===== src/rtl/core/square_wave_tone_generator_macros.svh =====
// assertion macros for the square wave tone generator
`ifndef SQUARE_WAVE_TONE_GENERATOR_MACROS_SVH
`define SQUARE_WAVE_TONE_GENERATOR_MACROS_SVH

`ifndef SYNTHESIS

// check that is switched off while reset is held
`define SWTG_ASSERT(label, clk, rst_n, prop) \
    label: assert property (@(posedge clk) disable iff (!rst_n) (prop)) \
        else $error("tone generator assertion failed");

// check that also holds during reset
`define SWTG_ASSERT_ALWAYS(label, clk, prop) \
    label: assert property (@(posedge clk) (prop)) \
        else $error("tone generator assertion failed");

`else

`define SWTG_ASSERT(label, clk, rst_n, prop)
`define SWTG_ASSERT_ALWAYS(label, clk, prop)

`endif

`endif


===== src/rtl/core/swtg_pkg.sv =====
// shared types and constants of the square wave tone generator
package swtg_pkg;

    localparam int PIN_W   = 6;
    localparam int FREQ_W  = 16;
    localparam int DUR_W   = 32;
    localparam int COUNT_W = 16;
    localparam int DEN_W   = FREQ_W + 1;

    typedef enum logic [1:0] {
        KIND_START = 2'd0,
        KIND_STOP  = 2'd1,
        KIND_TICK  = 2'd2,
        KIND_MS    = 2'd3
    } t_kind;

    typedef enum logic [1:0] {
        ST_OK       = 2'd0,
        ST_BAD_PIN  = 2'd1,
        ST_BAD_FREQ = 2'd2,
        ST_BUSY     = 2'd3
    } t_status;

    typedef struct packed {
        logic exec;
        logic div_start;
        logic div_step;
        logic commit;
    } t_cmd;

    typedef struct packed {
        logic needs_div;
        logic div_done;
    } t_sts;

endpackage


===== src/rtl/core/swtg_ctrl.sv =====
// controller of the tone generator: handshakes and divider sequencing
`include "square_wave_tone_generator_macros.svh"

module swtg_ctrl
    import swtg_pkg::*;
(
    input  logic i_clk,
    input  logic i_rst_n,
    input  logic i_valid,
    output logic o_stall,
    output logic o_valid,
    input  logic i_stall,
    input  t_sts i_sts,
    output t_cmd o_cmd
);

    typedef enum logic {
        S_IDLE,
        S_DIV
    } t_state;

    t_state r_state;
    t_state n_state;
    logic   r_out_valid;
    logic   n_out_valid;
    logic   slot_free;
    logic   in_accept;

    always_comb begin
        slot_free   = !r_out_valid || !i_stall;
        o_stall     = (r_state != S_IDLE) || !slot_free;
        in_accept   = i_valid && !o_stall;
        o_cmd       = '0;
        n_state     = r_state;
        n_out_valid = r_out_valid && i_stall;
        case (r_state)
            S_IDLE: begin
                if (in_accept) begin
                    if (i_sts.needs_div) begin
                        o_cmd.div_start = 1'b1;
                        n_state         = S_DIV;
                    end else begin
                        o_cmd.exec  = 1'b1;
                        n_out_valid = 1'b1;
                    end
                end
            end
            S_DIV: begin
                if (!i_sts.div_done) begin
                    o_cmd.div_step = 1'b1;
                end else if (slot_free) begin
                    o_cmd.commit = 1'b1;
                    n_out_valid  = 1'b1;
                    n_state      = S_IDLE;
                end
            end
            default: begin
                n_state = S_IDLE;
            end
        endcase
    end

    always_ff @(posedge i_clk) begin
        if (!i_rst_n) begin
            r_state     <= S_IDLE;
            r_out_valid <= 1'b0;
        end else begin
            r_state     <= n_state;
            r_out_valid <= n_out_valid;
        end
    end

    assign o_valid = r_out_valid;

    `SWTG_ASSERT(a_commit_after_div, i_clk, i_rst_n, o_cmd.commit |-> (r_state == S_DIV) && i_sts.div_done)
    `SWTG_ASSERT(a_result_has_source, i_clk, i_rst_n, $rose(r_out_valid) |-> $past(o_cmd.exec || o_cmd.commit))
    `SWTG_ASSERT(a_single_action, i_clk, i_rst_n, !(o_cmd.exec && (o_cmd.div_start || o_cmd.commit)))

endmodule


===== src/rtl/core/swtg_dp.sv =====
// datapath of the tone generator: tone state, half-period divider, result register
`include "square_wave_tone_generator_macros.svh"

module swtg_dp
    import swtg_pkg::*;
#(
    parameter int TIMER_CLOCK_HZ = 1000000,
    parameter int MIN_FREQUENCY  = 16,
    parameter int MAX_FREQUENCY  = 20000,
    parameter int PIN_COUNT      = 64
) (
    input  logic              i_clk,
    input  logic              i_rst_n,
    input  t_cmd              i_cmd,
    output t_sts              o_sts,
    input  logic [1:0]        i_kind,
    input  logic [PIN_W-1:0]  i_pin,
    input  logic [FREQ_W-1:0] i_frequency,
    input  logic [DUR_W-1:0]  i_duration_ms,
    input  logic              i_timer_busy,
    output logic [1:0]        o_status,
    output logic              o_active,
    output logic [PIN_W-1:0]  o_play_pin,
    output logic              o_level
);

    localparam int NUM_W = $clog2(TIMER_CLOCK_HZ + MAX_FREQUENCY + 1);
    localparam int CNT_W = $clog2(NUM_W + 1);
    localparam logic [PIN_W:0]    PIN_LIM  = (PIN_W + 1)'(PIN_COUNT);
    localparam logic [FREQ_W-1:0] FREQ_MIN = FREQ_W'(MIN_FREQUENCY);
    localparam logic [FREQ_W-1:0] FREQ_MAX = FREQ_W'(MAX_FREQUENCY);
    localparam logic [NUM_W-1:0]  CLK_NUM  = NUM_W'(TIMER_CLOCK_HZ);

    // tone state
    logic               r_playing, n_playing;
    logic [PIN_W-1:0]   r_pin, n_pin;
    logic               r_level, n_level;
    logic [COUNT_W-1:0] r_reload, n_reload;
    logic [COUNT_W-1:0] r_count, n_count;
    logic [DUR_W-1:0]   r_elapsed, n_elapsed;
    logic [DUR_W-1:0]   r_length, n_length;
    t_status            r_status, n_status;

    // start held during division
    logic [PIN_W-1:0]   r_st_pin;
    logic [DUR_W-1:0]   r_st_dur;

    // divider: dividend shifts out as quotient shifts in
    logic [NUM_W-1:0]   r_nq;
    logic [DEN_W-1:0]   r_rem;
    logic [DEN_W-1:0]   r_den;
    logic [CNT_W-1:0]   r_cnt;
    logic [DEN_W:0]     shifted;
    logic [DEN_W:0]     trial;
    logic               q_bit;

    // result register
    t_status            r_o_status;
    logic               r_o_active;
    logic [PIN_W-1:0]   r_o_pin;
    logic               r_o_level;

    logic               pin_bad;
    logic               freq_zero;
    logic               freq_bad;
    logic               pin_match;
    logic               busy;
    logic               wrap;
    logic [COUNT_W-1:0] count_inc;
    logic [COUNT_W-1:0] neg_ticks;

    always_comb begin
        pin_bad   = {1'b0, i_pin} >= PIN_LIM;
        freq_zero = i_frequency == '0;
        freq_bad  = (i_frequency < FREQ_MIN) || (i_frequency > FREQ_MAX);
        pin_match = r_playing && (r_pin == i_pin);
        busy      = (r_playing && (r_pin != i_pin)) || (!r_playing && i_timer_busy);
        o_sts.needs_div = (t_kind'(i_kind) == KIND_START) && !pin_bad && !freq_zero
                          && !freq_bad && !busy;
        o_sts.div_done  = r_cnt == '0;
    end

    always_comb begin
        shifted = {r_rem, r_nq[NUM_W-1]};
        trial   = shifted - {1'b0, r_den};
        q_bit   = !trial[DEN_W];
    end

    always_comb begin
        count_inc = r_count + 1'b1;
        wrap      = r_count == '1;
        neg_ticks = '0 - r_nq[COUNT_W-1:0];
        n_playing = r_playing;
        n_pin     = r_pin;
        n_level   = r_level;
        n_reload  = r_reload;
        n_count   = r_count;
        n_elapsed = r_elapsed;
        n_length  = r_length;
        n_status  = r_status;
        if (i_cmd.exec) begin
            case (t_kind'(i_kind))
                KIND_START: begin
                    if (pin_bad) begin
                        n_status = ST_BAD_PIN;
                    end else if (freq_zero) begin
                        if (pin_match) begin
                            n_playing = 1'b0;
                            n_level   = 1'b0;
                        end
                        n_status = ST_OK;
                    end else if (freq_bad) begin
                        n_status = ST_BAD_FREQ;
                    end else if (busy) begin
                        n_status = ST_BUSY;
                    end
                end
                KIND_STOP: begin
                    if (pin_match) begin
                        n_playing = 1'b0;
                        n_level   = 1'b0;
                    end
                end
                KIND_TICK: begin
                    if (r_playing) begin
                        if (wrap) begin
                            n_count = r_reload;
                            if ((r_length != '0) && (r_elapsed >= r_length)) begin
                                n_playing = 1'b0;
                                n_level   = 1'b0;
                            end else begin
                                n_level = !r_level;
                            end
                        end else begin
                            n_count = count_inc;
                        end
                    end
                end
                KIND_MS: begin
                    n_elapsed = r_elapsed + 1'b1;
                end
                default: begin
                    n_elapsed = r_elapsed;
                end
            endcase
        end else if (i_cmd.commit) begin
            n_reload  = neg_ticks;
            n_count   = neg_ticks;
            n_pin     = r_st_pin;
            n_level   = 1'b0;
            n_playing = 1'b1;
            n_elapsed = '0;
            n_length  = r_st_dur;
            n_status  = ST_OK;
        end
    end

    always_ff @(posedge i_clk) begin
        if (!i_rst_n) begin
            r_playing <= 1'b0;
            r_pin     <= '0;
            r_level   <= 1'b0;
            r_reload  <= '0;
            r_count   <= '0;
            r_elapsed <= '0;
            r_length  <= '0;
            r_status  <= ST_OK;
            r_cnt     <= '0;
        end else begin
            r_playing <= n_playing;
            r_pin     <= n_pin;
            r_level   <= n_level;
            r_reload  <= n_reload;
            r_count   <= n_count;
            r_elapsed <= n_elapsed;
            r_length  <= n_length;
            r_status  <= n_status;
            if (i_cmd.div_start) begin
                r_cnt <= CNT_W'(NUM_W);
            end else if (i_cmd.div_step) begin
                r_cnt <= r_cnt - 1'b1;
            end
        end
    end

    always_ff @(posedge i_clk) begin
        if (i_cmd.div_start) begin
            r_nq     <= CLK_NUM + NUM_W'(i_frequency);
            r_den    <= {i_frequency, 1'b0};
            r_rem    <= '0;
            r_st_pin <= i_pin;
            r_st_dur <= i_duration_ms;
        end else if (i_cmd.div_step) begin
            r_nq  <= {r_nq[NUM_W-2:0], q_bit};
            r_rem <= q_bit ? trial[DEN_W-1:0] : shifted[DEN_W-1:0];
        end
        if (i_cmd.exec || i_cmd.commit) begin
            r_o_status <= n_status;
            r_o_active <= n_playing;
            r_o_pin    <= n_pin;
            r_o_level  <= n_level;
        end
    end

    assign o_status   = r_o_status;
    assign o_active   = r_o_active;
    assign o_play_pin = r_o_pin;
    assign o_level    = r_o_level;

    `SWTG_ASSERT_ALWAYS(a_level_needs_tone, i_clk, r_level |-> r_playing)
    `SWTG_ASSERT(a_commit_starts_low, i_clk, i_rst_n, i_cmd.commit |=> r_playing && !r_level && (r_status == ST_OK))
    `SWTG_ASSERT(a_div_runs, i_clk, i_rst_n, i_cmd.div_start |=> !o_sts.div_done)

endmodule


===== src/rtl/core/square_wave_tone_generator.sv =====
// top level of the square wave tone generator
// Every transaction on the input (start, stop, timer-clock tick or millisecond
// tick) gives exactly one result transaction carrying the last start status, whether a
// tone is playing, the tone pin and its present level. Stops, ticks and refused
// starts need no division, so timer-clock ticks can arrive every cycle while the output
// is not stalled. A start that passes its checks holds the input stalled while
// the bit-serial restoring divider works out the half-period tick count one
// quotient bit per cycle, and while the previous result still waits at the
// output. A finished result waits in an output register, and the
// next transaction is taken in the same cycle that result leaves.
module square_wave_tone_generator
    import swtg_pkg::*;
#(
    parameter int TIMER_CLOCK_HZ = 1000000,
    parameter int MIN_FREQUENCY  = 16,
    parameter int MAX_FREQUENCY  = 20000,
    parameter int PIN_COUNT      = 64
) (
    input  logic              i_clk,
    input  logic              i_rst_n,
    input  logic              i_valid,
    output logic              o_stall,
    input  logic [1:0]        i_kind,
    input  logic [PIN_W-1:0]  i_pin,
    input  logic [FREQ_W-1:0] i_frequency,
    input  logic [DUR_W-1:0]  i_duration_ms,
    input  logic              i_timer_busy,
    output logic              o_valid,
    input  logic              i_stall,
    output logic [1:0]        o_status,
    output logic              o_active,
    output logic [PIN_W-1:0]  o_play_pin,
    output logic              o_level
);

    t_cmd cmd;
    t_sts sts;

    swtg_ctrl u_ctrl (
        .i_clk   (i_clk),
        .i_rst_n (i_rst_n),
        .i_valid (i_valid),
        .o_stall (o_stall),
        .o_valid (o_valid),
        .i_stall (i_stall),
        .i_sts   (sts),
        .o_cmd   (cmd)
    );

    swtg_dp #(
        .TIMER_CLOCK_HZ (TIMER_CLOCK_HZ),
        .MIN_FREQUENCY  (MIN_FREQUENCY),
        .MAX_FREQUENCY  (MAX_FREQUENCY),
        .PIN_COUNT      (PIN_COUNT)
    ) u_dp (
        .i_clk         (i_clk),
        .i_rst_n       (i_rst_n),
        .i_cmd         (cmd),
        .o_sts         (sts),
        .i_kind        (i_kind),
        .i_pin         (i_pin),
        .i_frequency   (i_frequency),
        .i_duration_ms (i_duration_ms),
        .i_timer_busy  (i_timer_busy),
        .o_status      (o_status),
        .o_active      (o_active),
        .o_play_pin    (o_play_pin),
        .o_level       (o_level)
    );

endmodule


===== config.mk =====
export PLATFORM = sky130hd
export DESIGN_NAME = square_wave_tone_generator
export DESIGN_NICKNAME = d
export VERILOG_FILES = /design/src/rtl/core/swtg_pkg.sv /design/src/rtl/core/swtg_ctrl.sv /design/src/rtl/core/swtg_dp.sv /design/src/rtl/core/square_wave_tone_generator.sv
export VERILOG_INCLUDE_DIRS = /design/src /design/src/rtl/core
export SDC_FILE = /design/constraint.sdc
export NUM_CORES = 1
export LEC_CHECK = 0
export ABC_AREA = 1
export BUFFER_PORTS_ARGS = -buffer_cell sky130_fd_sc_hd__buf_2
export CAP_MARGIN = 20
export CORE_MARGIN = 4
export CORE_UTILIZATION = 50
export DETAILED_ROUTE_END_ITERATION = 16
export PLACE_DENSITY = 0.68
export SKIP_CTS_REPAIR_TIMING = 1
export SLEW_MARGIN = 40
export SYNTH_ARGS = -nofsm -noshare
export SYNTH_HDL_FRONTEND = slang
export SYNTH_HIERARCHICAL = 1
export SYNTH_SLANG_ARGS = --single-unit

===== constraint.sdc =====
create_clock -name i_clk -period 3.9 [get_ports i_clk]
set_input_delay 0.39 -clock i_clk [delete_from_list [all_inputs] [get_ports i_clk]]
set_output_delay 0.39 -clock i_clk [all_outputs]
set_load 0.01 [all_outputs]

==> impl_metrics.env <==
export IMPL_rows=55
export IMPL_grt_max_degree=69
export IMPL_cts_root_buf="sky130_fd_sc_hd__clkbuf_16"
export IMPL_outcome="finished clean"
export IMPL_wire_length_of_the_first_global_routing_pass_um=45400
export IMPL_fin_crit_sh_pct=78.0
export IMPL_syn_cell_area_um2=11600
export IMPL_die_width_um=160
export IMPL_antennaDiodeCount=0
export IMPL_dp_final_hpwl_um=19300
export IMPL_clock_latency_ns=0.54
export IMPL_criticalPathCategory="reg -> reg"
export IMPL_max_capacitance_violation_count=0
export IMPL_crit_reg2reg_launch="u_dp/r_pin[1]$_SDFF_PN0_"
export IMPL_slew_headroom_pct=54.8
export IMPL_synth_seq_area_share_pct=44.1
export IMPL_route_antenna_remaining_nets=0
export IMPL_drt_pre_antenna_iters=7
export IMPL_portBuffers=72
export IMPL_timing_final_max_slew_violations=0
export IMPL_synth_area_leader_cell="sky130_fd_sc_hd__dfxtp_1"
export IMPL_gpl_wtd_cong=0.880
export IMPL_yosysWarningCount=6
export IMPL_fin_setup_tns_ns=0
export IMPL_dr_total_vias=9704
export IMPL_total_power_uw=5250
export IMPL_start_util_pct=51.1
export IMPL_maximum_clock_insertion_buffer_count=3
export IMPL_count_of_unique_library_cells_instantiated_by_yosys=54
export IMPL_rsz0062_at_grt="no"
export IMPL_num_nets_final=1633
export IMPL_vdd_drop_max_mv=0.347
export IMPL_total_leakage_power_uw=0.00547
export IMPL_path_clk_slew_ns=0.06
export IMPL_drive_gt1_share_pct=14.0
export IMPL_synth_ff_type="sky130_fd_sc_hd__dfxtp_1"
export IMPL_cell_by_cell_listing_of_the_critical_path="xor2_1 -> nor3_1 -> nand3b_1 -> a21boi_0 -> nand2_1 -> nor2_1 -> nor3b_2 -> inv_2 -> nor2_1 -> inv_2 -> nand2_1 -> inv_1 -> buf_4 -> nand2_1 -> a221oi_1"
export IMPL_worst_setup_path_end_kind="register"
export IMPL_worst_setup_path_start_kind="register"
export IMPL_placedInstanceArea_um2=12200
export IMPL_finalWorstPathRequiredPeriod_ns=3.04
export IMPL_antenna_found_initial=0
export IMPL_layout_filler_cells=2105
export IMPL_cts_sinks=214
export IMPL_grt_ovfl_total=0
export IMPL_first_global_vias=9222
export IMPL_postSynthCellCount=1448
export IMPL_max_stage_delay_ns=0.33
export IMPL_min_from="i_duration_ms[17]"
export IMPL_skew_ns=0.0239
export IMPL_worst_setup_path_startpoint="u_dp/r_pin[1]$_SDFF_PN0_"
export IMPL_max_freq_ghz=0.329
export IMPL_placeableCoreArea_um2=22700
export IMPL_cp_max_fo=21
export IMPL_critPathArrivalTime_ns=3.47
export IMPL_totalWireLength_um=27200
export IMPL_cpMostUsedCell="sky130_fd_sc_hd__nand2_1"
export IMPL_design_die_area_um2=25700
export IMPL_yosys_area_top_type_share_pct=22.4
export IMPL_design_area_um2=13000
export IMPL_iter_0_drt_violations=632
export IMPL_ys_ff_latch=214
export IMPL_drc_viols=0
export IMPL_number_of_flops_mapped_to_enable_cells_by_yosys=84
export IMPL_layout_stage_area_growth_over_the_synthesis_result_pct=12.0
export IMPL_crit_required_ns=4.33
export IMPL_final_hold_violating_endpoints=0
export IMPL_ctsHtreeMaxLevel=1
export IMPL_timing_final_setup_violations=0
export IMPL_async_reset_ff_share_pct=0
export IMPL_die_height_um=160
export IMPL_avgSynthCellArea_um2=8.02
export IMPL_vias_per_cell=5.33
export IMPL_power_per_cell_area_nw_per_um2=403
export IMPL_synth_area_top_cells="sky130_fd_sc_hd__dfxtp_1 22%, sky130_fd_sc_hd__edfxtp_1 22%, sky130_fd_sc_hd__nand2_1 8.7%"
export IMPL_wl_per_cell_um=15.0
export IMPL_number_of_nets_produced_by_synthesis=1565
export IMPL_design_portCount=73
export IMPL_tritoncts="built"
export IMPL_hold_path_class="in -> reg"
export IMPL_global_route_usage_total_pct=20.9
export IMPL_max_slew_worst_pin_slew_ns=0.673
export IMPL_cts_made_buffers=24
export IMPL_critical_path_slowest_cell="sky130_fd_sc_hd__dfxtp_1"
==> flip-flops by register name (all words and copies together) (netlist names) <==
register	count
u_dp/r_elapsed	32
u_dp/r_length	32
u_dp/r_st_dur	32
u_dp/r_nq	20
u_dp/r_rem	17
u_dp/r_count	16
u_dp/r_den	16
u_dp/r_reload	16
u_dp/o_play_pin	6
u_dp/r_pin	6
u_dp/r_st_pin	6
u_dp/r_cnt	5
u_dp/o_status	2
u_dp/r_status	2
u_ctrl/o_valid	1
u_ctrl/r_state	1
u_dp/o_active	1
u_dp/o_level	1
u_dp/r_level	1
u_dp/r_playing	1
==> synthesized netlist by cell type, types with 5 or more instances <==
cell	instances
sky130_fd_sc_hd__a211oi_1	6
sky130_fd_sc_hd__a21oi_1	119
sky130_fd_sc_hd__a31oi_1	5
sky130_fd_sc_hd__buf_2	6
sky130_fd_sc_hd__clkbuf_1	30
sky130_fd_sc_hd__dfxtp_1	130
sky130_fd_sc_hd__edfxtp_1	84
sky130_fd_sc_hd__ha_1	55
sky130_fd_sc_hd__inv_1	199
sky130_fd_sc_hd__inv_2	5
sky130_fd_sc_hd__nand2_1	268
sky130_fd_sc_hd__nand2_2	20
sky130_fd_sc_hd__nand3_1	86
sky130_fd_sc_hd__nand3_2	14
sky130_fd_sc_hd__nand3b_1	6
sky130_fd_sc_hd__nand4_1	19
sky130_fd_sc_hd__nor2_1	105
sky130_fd_sc_hd__nor2_2	7
sky130_fd_sc_hd__nor2_4	7
sky130_fd_sc_hd__nor3_1	30
sky130_fd_sc_hd__nor3_2	7
sky130_fd_sc_hd__nor4_1	7
sky130_fd_sc_hd__o211ai_1	16
sky130_fd_sc_hd__o21ai_0	114
sky130_fd_sc_hd__o21ai_1	5
sky130_fd_sc_hd__o31ai_1	5
sky130_fd_sc_hd__or2_2	10
sky130_fd_sc_hd__xnor2_1	9
sky130_fd_sc_hd__xor2_1	26
==> cells in the final DEF (no fill, tap or decap), types with 4 or more instances in the layout <==
cell	n
sky130_fd_sc_hd__o21ai_0	114
sky130_fd_sc_hd__a21oi_2	4
sky130_fd_sc_hd__dfxtp_1	130
sky130_fd_sc_hd__nor2_4	7
sky130_fd_sc_hd__inv_2	6
sky130_fd_sc_hd__edfxtp_1	84
sky130_fd_sc_hd__o21ai_1	5
sky130_fd_sc_hd__nand2_2	20
sky130_fd_sc_hd__o31ai_1	5
sky130_fd_sc_hd__a211oi_1	6
sky130_fd_sc_hd__clkbuf_8	4
sky130_fd_sc_hd__nor2_1	104
sky130_fd_sc_hd__nand3_2	14
sky130_fd_sc_hd__xor2_1	26
sky130_fd_sc_hd__clkinv_2	8
sky130_fd_sc_hd__o211ai_1	16
sky130_fd_sc_hd__or2_2	10
sky130_fd_sc_hd__a31oi_1	5
sky130_fd_sc_hd__clkinvlp_4	4
sky130_fd_sc_hd__clkbuf_16	25
sky130_fd_sc_hd__nand3_1	86
sky130_fd_sc_hd__a21oi_1	119
sky130_fd_sc_hd__nor3_1	30
sky130_fd_sc_hd__buf_4	13
sky130_fd_sc_hd__nand2_1	268
sky130_fd_sc_hd__nor2_2	8
sky130_fd_sc_hd__ha_1	55
sky130_fd_sc_hd__buf_2	72
sky130_fd_sc_hd__xnor2_1	9
sky130_fd_sc_hd__nor4_1	7
sky130_fd_sc_hd__nand4_1	19
sky130_fd_sc_hd__nand3b_1	6
sky130_fd_sc_hd__inv_1	197
sky130_fd_sc_hd__nor3_2	7
==> cell type report <==
| type | instances | area, um^2 | area share, % |
|---|---|---|---|
| timing repair buffer | 85 | 458 | 3.52 |
| tap | 285 | 357 | 2.74 |
| clock inverter | 14 | 90.1 | 0.693 |
| multi-input combinational | 985 | 5510 | 42.4 |
| clock buffer | 30 | 684 | 5.26 |
| inverter | 206 | 778 | 5.99 |
| sequential | 214 | 5120 | 39.4 |
==> where the power goes <==
group | total [uW] | leakage [uW] | internal [uW] | switching [uW]
clock network | 2190 | 0.000380 | 1250 | 938
logic | 626 | 0.00327 | 230 | 396
registers | 2430 | 0.00182 | 2390 | 40.6
==> layer usage <==
layer	up-vias	GRT usage, %	part of all wire [%]
li1	4975	-	-
met1	4504	30.6	50
met2	196	33.2	44
met3	29	3.10	4.4
met4	0	4.42	1.6
met5	-	0	0
==> path summary, 6_finish.rpt <==
kind                                          to  depth (start not counted)  slack [ns]
setup / recovery  u_dp/r_elapsed[7]$_SDFFE_PN0P_                         15        0.86
hold / removal       u_dp/r_st_dur[17]$_DFFE_PP_                          1        0.03
setup reg to reg  u_dp/r_elapsed[7]$_SDFFE_PN0P_                         15        0.86
hold reg to reg   u_dp/r_reload[10]$_SDFFE_PN0P_                          2        0.46
==> cell families (layout without fill, tap and decap cells) <==
logic type      after synthesis  in the layout  share of synthesized area, %
buf+inv                     249            335                          8.42
simple gates                596            596                          24.4
xor+xnor                     35             35                          2.64
fa+ha+maj                    56             56                          6.10
flops                       214            214                          44.1
compound gates              298            298                          14.3
==> metrics by stage <==
stage          cells  util (%)  setup slack [ns]  hold slack, ns
3_3_place_gp    1775      53.8             0.653           0.453
3_5_place_dp    1775      53.8             0.581           0.452
6_report        1819      57.3             0.856          0.0303
2_1_floorplan   1448         -             0.129           0.422
4_1_cts         1819      57.3             0.861         0.00799
5_1_grt         1819      57.3             0.548         0.00978
==> worst max-delay path, delay by kind of cell (launching register included) <==
kind                   cells  cell delay (ns)
AND/OR/NAND/NOR            8             1.17
buffers and inverters      4             0.71
AO/OA/AOI/OAI              2             0.54
flip-flops                 1             0.33
XOR/XNOR                   1             0.18
Note: power is estimated with default switching activity, not from simulation.
